**src/rtl/mme_pkg.sv**
```systemverilog
`default_nettype none
// ----------------------------------------------------------------------------
// mme_pkg: shared types and constants of the matrix multiply engine
// Request and result payloads, pipeline tags and the action codes.
// ----------------------------------------------------------------------------
package mme_pkg;

    // Action codes of an input request.
    localparam logic [1:0] ACT_LOAD_A  = 2'd0;
    localparam logic [1:0] ACT_LOAD_B  = 2'd1;
    localparam logic [1:0] ACT_COMPUTE = 2'd2;

    // Configuration register indexes.
    localparam logic [1:0] CFG_ROWS_OF_A    = 2'd0;
    localparam logic [1:0] CFG_INNER_LENGTH = 2'd1;
    localparam logic [1:0] CFG_COLS_OF_B    = 2'd2;

    // Reset value of every dimension register.
    localparam logic [3:0] DIM_RESET = 4'd8;

    // Depth of the request queue between front and back.
    localparam int Q_DEPTH = 4;

    typedef struct packed {
        logic [1:0]         action;
        logic [2:0]         elem_row;
        logic [2:0]         elem_col;
        logic signed [15:0] elem_value;
    } t_in_req;

    typedef struct packed {
        logic [2:0]         out_row;
        logic [2:0]         out_col;
        logic signed [39:0] out_value;
        logic               last_flag;
    } t_out_res;

    // Last valid index of each dimension (effective dimension minus one).
    typedef struct packed {
        logic [3:0] rows_last;
        logic [3:0] inner_last;
        logic [3:0] cols_last;
    } t_dims;

    // Tag that travels with one product down the multiply-accumulate pipe.
    typedef struct packed {
        logic       first;
        logic       last_k;
        logic       last_elem;
        logic [2:0] row;
        logic [2:0] col;
    } t_tag;

endpackage
`default_nettype wire

```
**src/rtl/matrix_multiply_engine_core.sv**
```systemverilog
`default_nettype none
// ----------------------------------------------------------------------------
// matrix_multiply_engine_core: C = A x B over signed Q8.8 elements
// Top level: request intake, request queue and the compute back end.
// ----------------------------------------------------------------------------
// A request is taken when i_start is high and o_busy is low. Load requests
// write one element of A or B in the back end; a compute request emits
// every element of C in row-major order, one result per o_res_valid
// strobe, the last one flagged. A compute request over M rows, inner
// length N and P columns is taken from the queue and then issues its
// M*P*N products one per cycle from the single multiply-accumulate unit
// fed by one read port of each store. A four-entry queue lies between
// intake and back end, and o_busy is high while it is full. Results
// cannot be held off: each is valid for exactly one cycle. Dimension
// registers are written through the configuration port; the user must
// write them only while no request is in flight, as the block itself
// does not enforce it.
// ----------------------------------------------------------------------------
module matrix_multiply_engine_core
    import mme_pkg::*;
#(
    parameter int MAX_DIM = 8
) (
    input  wire logic       i_clk,
    input  wire logic       i_rst_n,
    input  wire logic       i_start,
    input  wire t_in_req    i_req,
    output logic            o_busy,
    input  wire logic       i_cfg_valid,
    output logic            o_cfg_ready,
    input  wire logic [1:0] i_cfg_index,
    input  wire logic [3:0] i_cfg_data,
    output logic            o_res_valid,
    output t_out_res        o_res
);

    logic    w_push;
    t_in_req w_push_data;
    logic    w_pop;
    t_in_req w_head;
    logic    w_full;
    logic    w_empty;
    t_dims   w_dims;

    // Intake and configuration.
    mme_front #(
        .MAX_DIM (MAX_DIM)
    ) u_front (
        .i_clk       (i_clk),
        .i_rst_n     (i_rst_n),
        .i_start     (i_start),
        .i_req       (i_req),
        .o_busy      (o_busy),
        .i_cfg_valid (i_cfg_valid),
        .o_cfg_ready (o_cfg_ready),
        .i_cfg_index (i_cfg_index),
        .i_cfg_data  (i_cfg_data),
        .i_full      (w_full),
        .o_push      (w_push),
        .o_push_data (w_push_data),
        .o_dims      (w_dims)
    );

    // Request queue between intake and back end.
    mme_queue #(
        .WIDTH ($bits(t_in_req)),
        .DEPTH (Q_DEPTH)
    ) u_queue (
        .i_clk       (i_clk),
        .i_rst_n     (i_rst_n),
        .i_push      (w_push),
        .i_push_data (w_push_data),
        .i_pop       (w_pop),
        .o_head      (w_head),
        .o_full      (w_full),
        .o_empty     (w_empty)
    );

    // Store writes and the multiply-accumulate sequencer.
    mme_back #(
        .MAX_DIM (MAX_DIM)
    ) u_back (
        .i_clk       (i_clk),
        .i_rst_n     (i_rst_n),
        .i_head      (w_head),
        .i_empty     (w_empty),
        .i_dims      (w_dims),
        .o_pop       (w_pop),
        .o_res_valid (o_res_valid),
        .o_res       (o_res)
    );

endmodule
`default_nettype wire

```
**src/rtl/mme_ram.sv**
```systemverilog
`default_nettype none
// ----------------------------------------------------------------------------
// mme_ram: generic single-write, single-read RAM
// One write port and one read port with registered read data.
// ----------------------------------------------------------------------------
module mme_ram #(
    parameter int WIDTH = 16,
    parameter int DEPTH = 64,
    localparam int ADDR_W = (DEPTH > 1) ? $clog2(DEPTH) : 1
) (
    input  wire logic              i_clk,
    input  wire logic              i_we,
    input  wire logic [ADDR_W-1:0] i_waddr,
    input  wire logic [WIDTH-1:0]  i_wdata,
    input  wire logic [ADDR_W-1:0] i_raddr,
    output logic      [WIDTH-1:0]  o_rdata
);

    logic [WIDTH-1:0] r_mem [DEPTH];
    logic [WIDTH-1:0] r_rdata;

    // Write port and registered read port.
    always_ff @(posedge i_clk) begin
        if (i_we) begin
            r_mem[i_waddr] <= i_wdata;
        end
        r_rdata <= r_mem[i_raddr];
    end

    assign o_rdata = r_rdata;

endmodule
`default_nettype wire

```
**src/rtl/mme_queue.sv**
```systemverilog
`default_nettype none
// ----------------------------------------------------------------------------
// mme_queue: short request queue
// Flip-flop FIFO that decouples the front from the back.
// ----------------------------------------------------------------------------
module mme_queue #(
    parameter int WIDTH = 24,
    parameter int DEPTH = 4,
    localparam int PTR_W = (DEPTH > 1) ? $clog2(DEPTH) : 1,
    localparam int CNT_W = $clog2(DEPTH + 1)
) (
    input  wire logic             i_clk,
    input  wire logic             i_rst_n,
    input  wire logic             i_push,
    input  wire logic [WIDTH-1:0] i_push_data,
    input  wire logic             i_pop,
    output logic      [WIDTH-1:0] o_head,
    output logic                  o_full,
    output logic                  o_empty
);

    logic [WIDTH-1:0] r_entry [DEPTH];
    logic [PTR_W-1:0] r_wr_ptr, n_wr_ptr;
    logic [PTR_W-1:0] r_rd_ptr, n_rd_ptr;
    logic [CNT_W-1:0] r_count, n_count;

    // Pointer and fill count updates.
    always_comb begin
        n_wr_ptr = r_wr_ptr;
        n_rd_ptr = r_rd_ptr;
        n_count  = r_count;
        if (i_push) begin
            n_wr_ptr = (r_wr_ptr == PTR_W'(DEPTH - 1)) ? '0 : r_wr_ptr + 1'b1;
        end
        if (i_pop) begin
            n_rd_ptr = (r_rd_ptr == PTR_W'(DEPTH - 1)) ? '0 : r_rd_ptr + 1'b1;
        end
        if (i_push && !i_pop) begin
            n_count = r_count + 1'b1;
        end else if (!i_push && i_pop) begin
            n_count = r_count - 1'b1;
        end
    end

    always_ff @(posedge i_clk) begin
        if (!i_rst_n) begin
            r_wr_ptr <= '0;
            r_rd_ptr <= '0;
            r_count  <= '0;
        end else begin
            r_wr_ptr <= n_wr_ptr;
            r_rd_ptr <= n_rd_ptr;
            r_count  <= n_count;
        end
    end

    // Entry storage needs no reset.
    always_ff @(posedge i_clk) begin
        if (i_push) begin
            r_entry[r_wr_ptr] <= i_push_data;
        end
    end

    assign o_head  = r_entry[r_rd_ptr];
    assign o_full  = (r_count == CNT_W'(DEPTH));
    assign o_empty = (r_count == '0);

endmodule
`default_nettype wire

```
**src/rtl/mme_front.sv**
```systemverilog
`default_nettype none
// ----------------------------------------------------------------------------
// mme_front: request intake and configuration
// Holds the dimension registers, accepts requests and drops those that
// have no effect before they reach the queue.
// ----------------------------------------------------------------------------
module mme_front
    import mme_pkg::*;
#(
    parameter int MAX_DIM = 8
) (
    input  wire logic       i_clk,
    input  wire logic       i_rst_n,
    input  wire logic       i_start,
    input  wire t_in_req    i_req,
    output logic            o_busy,
    input  wire logic       i_cfg_valid,
    output logic            o_cfg_ready,
    input  wire logic [1:0] i_cfg_index,
    input  wire logic [3:0] i_cfg_data,
    input  wire logic       i_full,
    output logic            o_push,
    output t_in_req         o_push_data,
    output t_dims           o_dims
);

    logic [3:0] r_rows_of_a;
    logic [3:0] r_inner_length;
    logic [3:0] r_cols_of_b;
    logic       w_keep;
    logic       w_in_range;

    // Dimension registers; writes to an unused index are ignored.
    always_ff @(posedge i_clk) begin
        if (!i_rst_n) begin
            r_rows_of_a    <= DIM_RESET;
            r_inner_length <= DIM_RESET;
            r_cols_of_b    <= DIM_RESET;
        end else if (i_cfg_valid) begin
            case (i_cfg_index)
                CFG_ROWS_OF_A:    r_rows_of_a    <= i_cfg_data;
                CFG_INNER_LENGTH: r_inner_length <= i_cfg_data;
                CFG_COLS_OF_B:    r_cols_of_b    <= i_cfg_data;
                default:          ;
            endcase
        end
    end

    assign o_cfg_ready = 1'b1;

    // A zero dimension acts as one, any above the store size as the maximum.
    function automatic logic [3:0] last_index(input logic [3:0] dim);
        logic [3:0] res;
        if (dim == 4'd0) begin
            res = 4'd0;
        end else if (32'(dim) > MAX_DIM) begin
            res = 4'(MAX_DIM - 1);
        end else begin
            res = dim - 4'd1;
        end
        return res;
    endfunction

    assign o_dims.rows_last  = last_index(r_rows_of_a);
    assign o_dims.inner_last = last_index(r_inner_length);
    assign o_dims.cols_last  = last_index(r_cols_of_b);

    // Classify: loads inside the store and compute requests go on; the
    // unused action code and out-of-range loads are dropped here.
    assign w_in_range = (32'(i_req.elem_row) < MAX_DIM) && (32'(i_req.elem_col) < MAX_DIM);

    always_comb begin
        case (i_req.action)
            ACT_LOAD_A, ACT_LOAD_B: w_keep = w_in_range;
            ACT_COMPUTE:            w_keep = 1'b1;
            default:                w_keep = 1'b0;
        endcase
    end

    assign o_busy      = i_full;
    assign o_push      = i_start && !i_full && w_keep;
    assign o_push_data = i_req;

endmodule
`default_nettype wire

```
**src/rtl/mme_back.sv**
```systemverilog
`default_nettype none
// ----------------------------------------------------------------------------
// mme_back: store writes and the multiply-accumulate sequencer
// Pops requests, writes loads into the A and B stores and walks a compute
// request through one shared multiply-accumulate pipeline.
// ----------------------------------------------------------------------------
module mme_back
    import mme_pkg::*;
#(
    parameter int MAX_DIM = 8
) (
    input  wire logic    i_clk,
    input  wire logic    i_rst_n,
    input  wire t_in_req i_head,
    input  wire logic    i_empty,
    input  wire t_dims   i_dims,
    output logic         o_pop,
    output logic         o_res_valid,
    output t_out_res     o_res
);

    localparam int DEPTH  = MAX_DIM * MAX_DIM;
    localparam int ADDR_W = (DEPTH > 1) ? $clog2(DEPTH) : 1;
    localparam int CNT_W  = (MAX_DIM > 1) ? $clog2(MAX_DIM) : 1;

    localparam logic ST_IDLE = 1'b0;
    localparam logic ST_RUN  = 1'b1;

    logic              r_state, n_state;
    logic [CNT_W-1:0]  r_i, n_i;
    logic [CNT_W-1:0]  r_j, n_j;
    logic [CNT_W-1:0]  r_k, n_k;
    t_dims             r_dims;

    logic              w_issue;
    logic              w_k_end;
    logic              w_j_end;
    logic              w_i_end;
    t_tag              w_tag;
    logic [ADDR_W-1:0] w_waddr;
    logic [ADDR_W-1:0] w_a_raddr;
    logic [ADDR_W-1:0] w_b_raddr;
    logic              w_we_a;
    logic              w_we_b;
    logic [15:0]       w_a_rdata;
    logic [15:0]       w_b_rdata;

    logic               r_s1_valid;
    t_tag               r_s1_tag;
    logic               r_s2_valid;
    t_tag               r_s2_tag;
    logic signed [31:0] r_prod;
    logic signed [39:0] r_acc, n_acc;
    logic               r_res_valid;
    t_out_res           r_res;

    // Requests are taken only between compute runs.
    assign o_pop   = (r_state == ST_IDLE) && !i_empty;
    assign w_we_a  = o_pop && (i_head.action == ACT_LOAD_A);
    assign w_we_b  = o_pop && (i_head.action == ACT_LOAD_B);
    assign w_waddr = ADDR_W'(32'(i_head.elem_row) * MAX_DIM + 32'(i_head.elem_col));

    // Loop bounds of the element walk.
    assign w_issue = (r_state == ST_RUN);
    assign w_k_end = (r_k == CNT_W'(r_dims.inner_last));
    assign w_j_end = (r_j == CNT_W'(r_dims.cols_last));
    assign w_i_end = (r_i == CNT_W'(r_dims.rows_last));

    // Sequencer: one product per cycle, k innermost, then columns, then rows.
    always_comb begin
        n_state = r_state;
        n_i     = r_i;
        n_j     = r_j;
        n_k     = r_k;
        case (r_state)
            ST_IDLE: begin
                if (o_pop && (i_head.action == ACT_COMPUTE)) begin
                    n_state = ST_RUN;
                    n_i     = '0;
                    n_j     = '0;
                    n_k     = '0;
                end
            end
            ST_RUN: begin
                if (!w_k_end) begin
                    n_k = r_k + 1'b1;
                end else begin
                    n_k = '0;
                    if (!w_j_end) begin
                        n_j = r_j + 1'b1;
                    end else begin
                        n_j = '0;
                        if (w_i_end) begin
                            n_state = ST_IDLE;
                        end else begin
                            n_i = r_i + 1'b1;
                        end
                    end
                end
            end
            default: n_state = ST_IDLE;
        endcase
    end

    always_ff @(posedge i_clk) begin
        if (!i_rst_n) begin
            r_state <= ST_IDLE;
            r_i     <= '0;
            r_j     <= '0;
            r_k     <= '0;
        end else begin
            r_state <= n_state;
            r_i     <= n_i;
            r_j     <= n_j;
            r_k     <= n_k;
        end
    end

    // Dimensions are sampled when a compute run starts.
    always_ff @(posedge i_clk) begin
        if (o_pop && (i_head.action == ACT_COMPUTE)) begin
            r_dims <= i_dims;
        end
    end

    // Read addresses and the tag of the product being issued.
    assign w_a_raddr = ADDR_W'(32'(r_i) * MAX_DIM + 32'(r_k));
    assign w_b_raddr = ADDR_W'(32'(r_k) * MAX_DIM + 32'(r_j));

    assign w_tag.first     = (r_k == '0);
    assign w_tag.last_k    = w_k_end;
    assign w_tag.last_elem = w_k_end && w_j_end && w_i_end;
    assign w_tag.row       = 3'(r_i);
    assign w_tag.col       = 3'(r_j);

    mme_ram #(
        .WIDTH (16),
        .DEPTH (DEPTH)
    ) u_store_a (
        .i_clk   (i_clk),
        .i_we    (w_we_a),
        .i_waddr (w_waddr),
        .i_wdata (i_head.elem_value),
        .i_raddr (w_a_raddr),
        .o_rdata (w_a_rdata)
    );

    mme_ram #(
        .WIDTH (16),
        .DEPTH (DEPTH)
    ) u_store_b (
        .i_clk   (i_clk),
        .i_we    (w_we_b),
        .i_waddr (w_waddr),
        .i_wdata (i_head.elem_value),
        .i_raddr (w_b_raddr),
        .o_rdata (w_b_rdata)
    );

    // Accumulate: the first product of an element restarts the sum.
    always_comb begin
        if (r_s2_tag.first) begin
            n_acc = 40'(r_prod);
        end else begin
            n_acc = r_acc + 40'(r_prod);
        end
    end

    // Pipeline valid bits and the accumulator.
    always_ff @(posedge i_clk) begin
        if (!i_rst_n) begin
            r_s1_valid  <= 1'b0;
            r_s2_valid  <= 1'b0;
            r_res_valid <= 1'b0;
            r_acc       <= '0;
        end else begin
            r_s1_valid  <= w_issue;
            r_s2_valid  <= r_s1_valid;
            r_res_valid <= r_s2_valid && r_s2_tag.last_k;
            if (r_s2_valid) begin
                r_acc <= n_acc;
            end
        end
    end

    // Pipeline payload: tags, product and the result register.
    always_ff @(posedge i_clk) begin
        r_s1_tag <= w_tag;
        r_s2_tag <= r_s1_tag;
        r_prod   <= $signed(w_a_rdata) * $signed(w_b_rdata);
        if (r_s2_valid && r_s2_tag.last_k) begin
            r_res.out_row   <= r_s2_tag.row;
            r_res.out_col   <= r_s2_tag.col;
            r_res.out_value <= n_acc;
            r_res.last_flag <= r_s2_tag.last_elem;
        end
    end

    assign o_res_valid = r_res_valid;
    assign o_res       = r_res;

    // A result follows only the last product of an element.
    a_res_after_last_k: assert property (@(posedge i_clk) disable iff (!i_rst_n)
        r_res_valid |-> $past(r_s2_valid && r_s2_tag.last_k))
        else $error("result without a completed dot product");

    // No request is taken while a compute run issues products.
    a_no_pop_in_run: assert property (@(posedge i_clk) disable iff (!i_rst_n)
        (r_state == ST_RUN) |-> !o_pop)
        else $error("request popped during a compute run");

    // A run that issued its final product returns to idle.
    a_run_ends: assert property (@(posedge i_clk) disable iff (!i_rst_n)
        (w_issue && w_tag.last_elem) |=> (r_state == ST_IDLE))
        else $error("compute run did not end after its last product");

    // Store writes never happen during a compute run.
    a_no_write_in_run: assert property (@(posedge i_clk) disable iff (!i_rst_n)
        w_issue |-> !(w_we_a || w_we_b))
        else $error("store write during a compute run");

endmodule
`default_nettype wire
```
**config.mk**
```make
export PLATFORM = sky130hd
export DESIGN_NAME = matrix_multiply_engine_core
export DESIGN_NICKNAME = d
export VERILOG_FILES = /design/src/rtl/mme_pkg.sv /design/src/rtl/matrix_multiply_engine_core.sv /design/src/rtl/mme_ram.sv /design/src/rtl/mme_queue.sv /design/src/rtl/mme_front.sv /design/src/rtl/mme_back.sv
export SDC_FILE = /design/constraint.sdc
export NUM_CORES = 2
export LEC_CHECK = 0
export ABC_AREA = 1
export BUFFER_PORTS_ARGS = -buffer_cell sky130_fd_sc_hd__buf_4
export CAP_MARGIN = 0
export CORE_MARGIN = 2
export CORE_UTILIZATION = 60
export DETAILED_ROUTE_END_ITERATION = 10
export GPL_ROUTABILITY_DRIVEN = 1
export PLACE_DENSITY = 0.82
export SLEW_MARGIN = 0
export SYNTH_ARGS = -nofsm -noshare
export SYNTH_HDL_FRONTEND = slang
export SYNTH_SLANG_ARGS = --single-unit
export TNS_END_PERCENT = 10
```
**constraint.sdc**
```tcl
create_clock -name i_clk -period 9.3 [get_ports i_clk]
set_clock_uncertainty 0.15 [all_clocks]
set_input_delay 0 -clock i_clk [delete_from_list [all_inputs] [get_ports i_clk]]
set_output_delay 0 -clock i_clk [all_outputs]
set_load 0.03 [all_outputs]
```
==> flow_metrics.tcl <==
set metrics [dict create \
    syn_area_um2 104800 \
    worst_pin_slew_ns 1.308 \
    ys_seq_area_frac 0.6602 \
    synth_top_area_frac 0.6304 \
    hold_path_class "register to register" \
    utilization 0.6680 \
    startpoint_type "register" \
    clockBufferDepth 3 \
    r2r_start "u_back.u_store_b.o_rdata[1]" \
    setup.worst_path.end "u_back.r_prod[31]" \
    ys_top_cells_by_area "edfxtp_1 63%, o21ai_0 5.9%, nor2_1 5.4%" \
    ys_ff_latch 2356 \
    path_max_fanout 16 \
    drv_cap 0 \
    rsz0062_at_grt "no" \
    hold_viol_final 0 \
    crit_path_end_kind "register" \
    numPortBuffers 82 \
    layout-drive-gt1-share 0.07503 \
    fmax_mhz 156.8 \
    dr.pass1.iters 8 \
    gp_congestion 0.9530 \
    num_vias 73980 \
    cts_sinks 2356 \
    syn_area_per_cell_um2 11.54 \
    status "finished clean" \
    grt_pass1_wl_mm 434.6 \
    core-area_um2 173600 \
    root_buffer "clkbuf_16" \
    tritoncts "yes" \
    cts_buffers 221 \
    drtAntennaViolNets 0 \
    antenna_found_initial 11 \
    busiest_layer "met2" \
    wl_per_cell_um 25.25 \
    drt_iter0_drc 11630 \
    cts.clk_slew.worst_paths_ns 0.06 \
    nets 9533 \
    vias_per_cell 6.369 \
    wl_mm 293.3 \
    netlist_instances 9085 \
    finalSetupTns_ns 0 \
    ff2ff_setup_slack_ns 2.92 \
    relSlewSlack 0.1281 \
    final_max_slew_viol_count 0 \
    start_util 0.6036 \
    htreeDepth 4 \
    top_level_ports 84 \
    grt_pass1_vias 73010 \
    grt_max_degree 217 \
    yosysTopAreaCell "edfxtp_1" \
    clk_latency_ns 0.89 \
    min_period_over_period 0.6858 \
    grt_usage 0.3229 \
    met1_usage 0.4023 \
    met3_usage 0.07103 \
    required_ns 9.87 \
    final_cell_mix "2,200 x edfxtp_1, 1,501 x nor2_1, 1,236 x o21ai_0" \
    layout_commonest_cell "edfxtp_1" \
    globalRouteOverflowTotal 0 \
    hold_slack_ns 0.1774 \
    areaGrowthSynthToFinish_pct 10.67 \
    post_cts_buffers 0 \
    dpl.hpwl_mm 170.4 \
    min_path_cells 0 \
    min_period_ns 6.378 \
    num_rows 153 \
    dieArea_um2 178000 \
    r2r_end "u_back.r_prod[31]" \
    use_met2 0.5135 \
    worstPathArrival_ns 6.95 \
    synth_fp_nets 9517 \
    path_class "register to register" \
    setup_viol_count_final 0 \
    yosysWarnings 0 \
    route.detailed.drc 0 \
    startpoint "u_back.u_store_b.o_rdata[1]" \
    fp.dieW_um 421.9 \
    worstHoldStart "u_back.r_s1_tag[0]" \
    die_h_um 421.9 \
    synth.distinct_cells 51 \
    holdBufCountCts 78 \
    cts_resized 0 \
    r2r_cells 18 \
]
-- through the flow --
step	instance area (µm²)	cells	worst slack (ns)
after floorplan	104800	9085	3.631
after global placement	107800	11130	2.925
after detailed placement	107800	11130	2.974
after CTS	116000	11610	2.914
after global routing	116000	11620	2.512
final	116000	11620	2.922
-- cell usage after synthesis, drive strengths merged --
master,number
a221oi,1
a211o,1
or2,23
clkbuf,391
xnor2,22
fa,264
conb,1
dfxtp,156
a31oi,2
o211ai,49
and2,16
nand3,310
o21bai,26
and3,1
edfxtp,2200
a21oi,104
o31ai,1
a211oi,4
o21ai,1285
xor2,27
inv,666
o21a,1
a21o,6
a32oi,7
nor4,2
buf,163
nand4,22
o22ai,546
o221ai,27
nand2,1071
o211a,1
nor3,9
clkinv,2
nor2,1536
ha,134
nand3b,7
a31o,1
-- worst min path at each step --
stage | end | slack, ns
final | u_back.r_s2_tag[0] | 0.18
after global routing | u_back.r_s2_tag[5] | 0.18
after CTS | u_front.r_inner_length[0] | 0.13
after detailed placement | u_queue.r_entry[3][1] | 0.05
after global placement | u_queue.r_entry[1][20] | 0.05
after floorplan | u_queue.r_entry[0][0] | -0.05
-- cell type report --
class / count / area (µm²)
sequential: 2356 / 69210
fill: 11580 / 57650
multi-input combinational: 5507 / 31010
clock buffer: 265 / 5802
tap: 2325 / 2909
timing repair buffer: 347 / 2850
inverter: 668 / 2552
clock inverter: 146 / 1640
antenna: 1 / 2.502
-- flip-flops by register name, summed over array words and instances, names as in the netlist, 3 cells and up, named ones only --
signal                    cells
u_back.r_acc                 40
u_back.r_s1_tag               9
u_back.u_store_b.o_rdata     16
u_back.r_i                    3
u_queue.r_entry              96
u_back.r_s2_tag               9
u_back.r_j                    3
u_back.u_store_a.r_mem     1024
u_front.r_rows_of_a           4
u_front.r_cols_of_b           4
u_back.o_res                 47
u_back.r_dims                 9
u_back.r_k                    3
u_back.r_prod                32
u_front.r_inner_length        4
u_queue.r_count               3
u_back.u_store_a.o_rdata     16
u_back.u_store_b.r_mem     1024
-- worst max-delay path: stages, from the launching register on --
cell	delay [ns]
dfxtp_1	0.76
nand2_1	0.21
inv_1	0.16
fa_1	0.56
fa_1	0.87
inv_1	0.12
fa_1	0.50
fa_1	0.56
fa_1	0.43
fa_1	0.50
inv_1	0.04
ha_1	0.38
nand2_1	0.13
nor2_1	0.16
nand4_1	0.13
or2_2	0.32
nand3_1	0.10
nand3b_1	0.11
nand2_1	0.05
-- cells by family (layout without fill, tap and decap cells) --
kind of cell	after synthesis	after routing	synth area share
flip-flops	2356	2356	0.6602
XOR/XNOR	49	49	0.004095
AND/OR/NAND/NOR	2997	2997	0.1138
adder cells (fa/ha/maj)	398	398	0.06643
buffers and inverters	1222	1426	0.04650
AO/OA/AOI/OAI	2062	2062	0.1089
other	1	2	0.00003578
-- per-layer routing --
layer,vias up,part of all wire
li1,31850,-
met3,970,0.12
met1,35500,0.34
met5,-,0.00019
met2,5652,0.47
met4,8,0.072
Power is left out: the tool's default activity adds up to more than one toggle a clock period on the data nets, which glitch-free logic cannot reach.
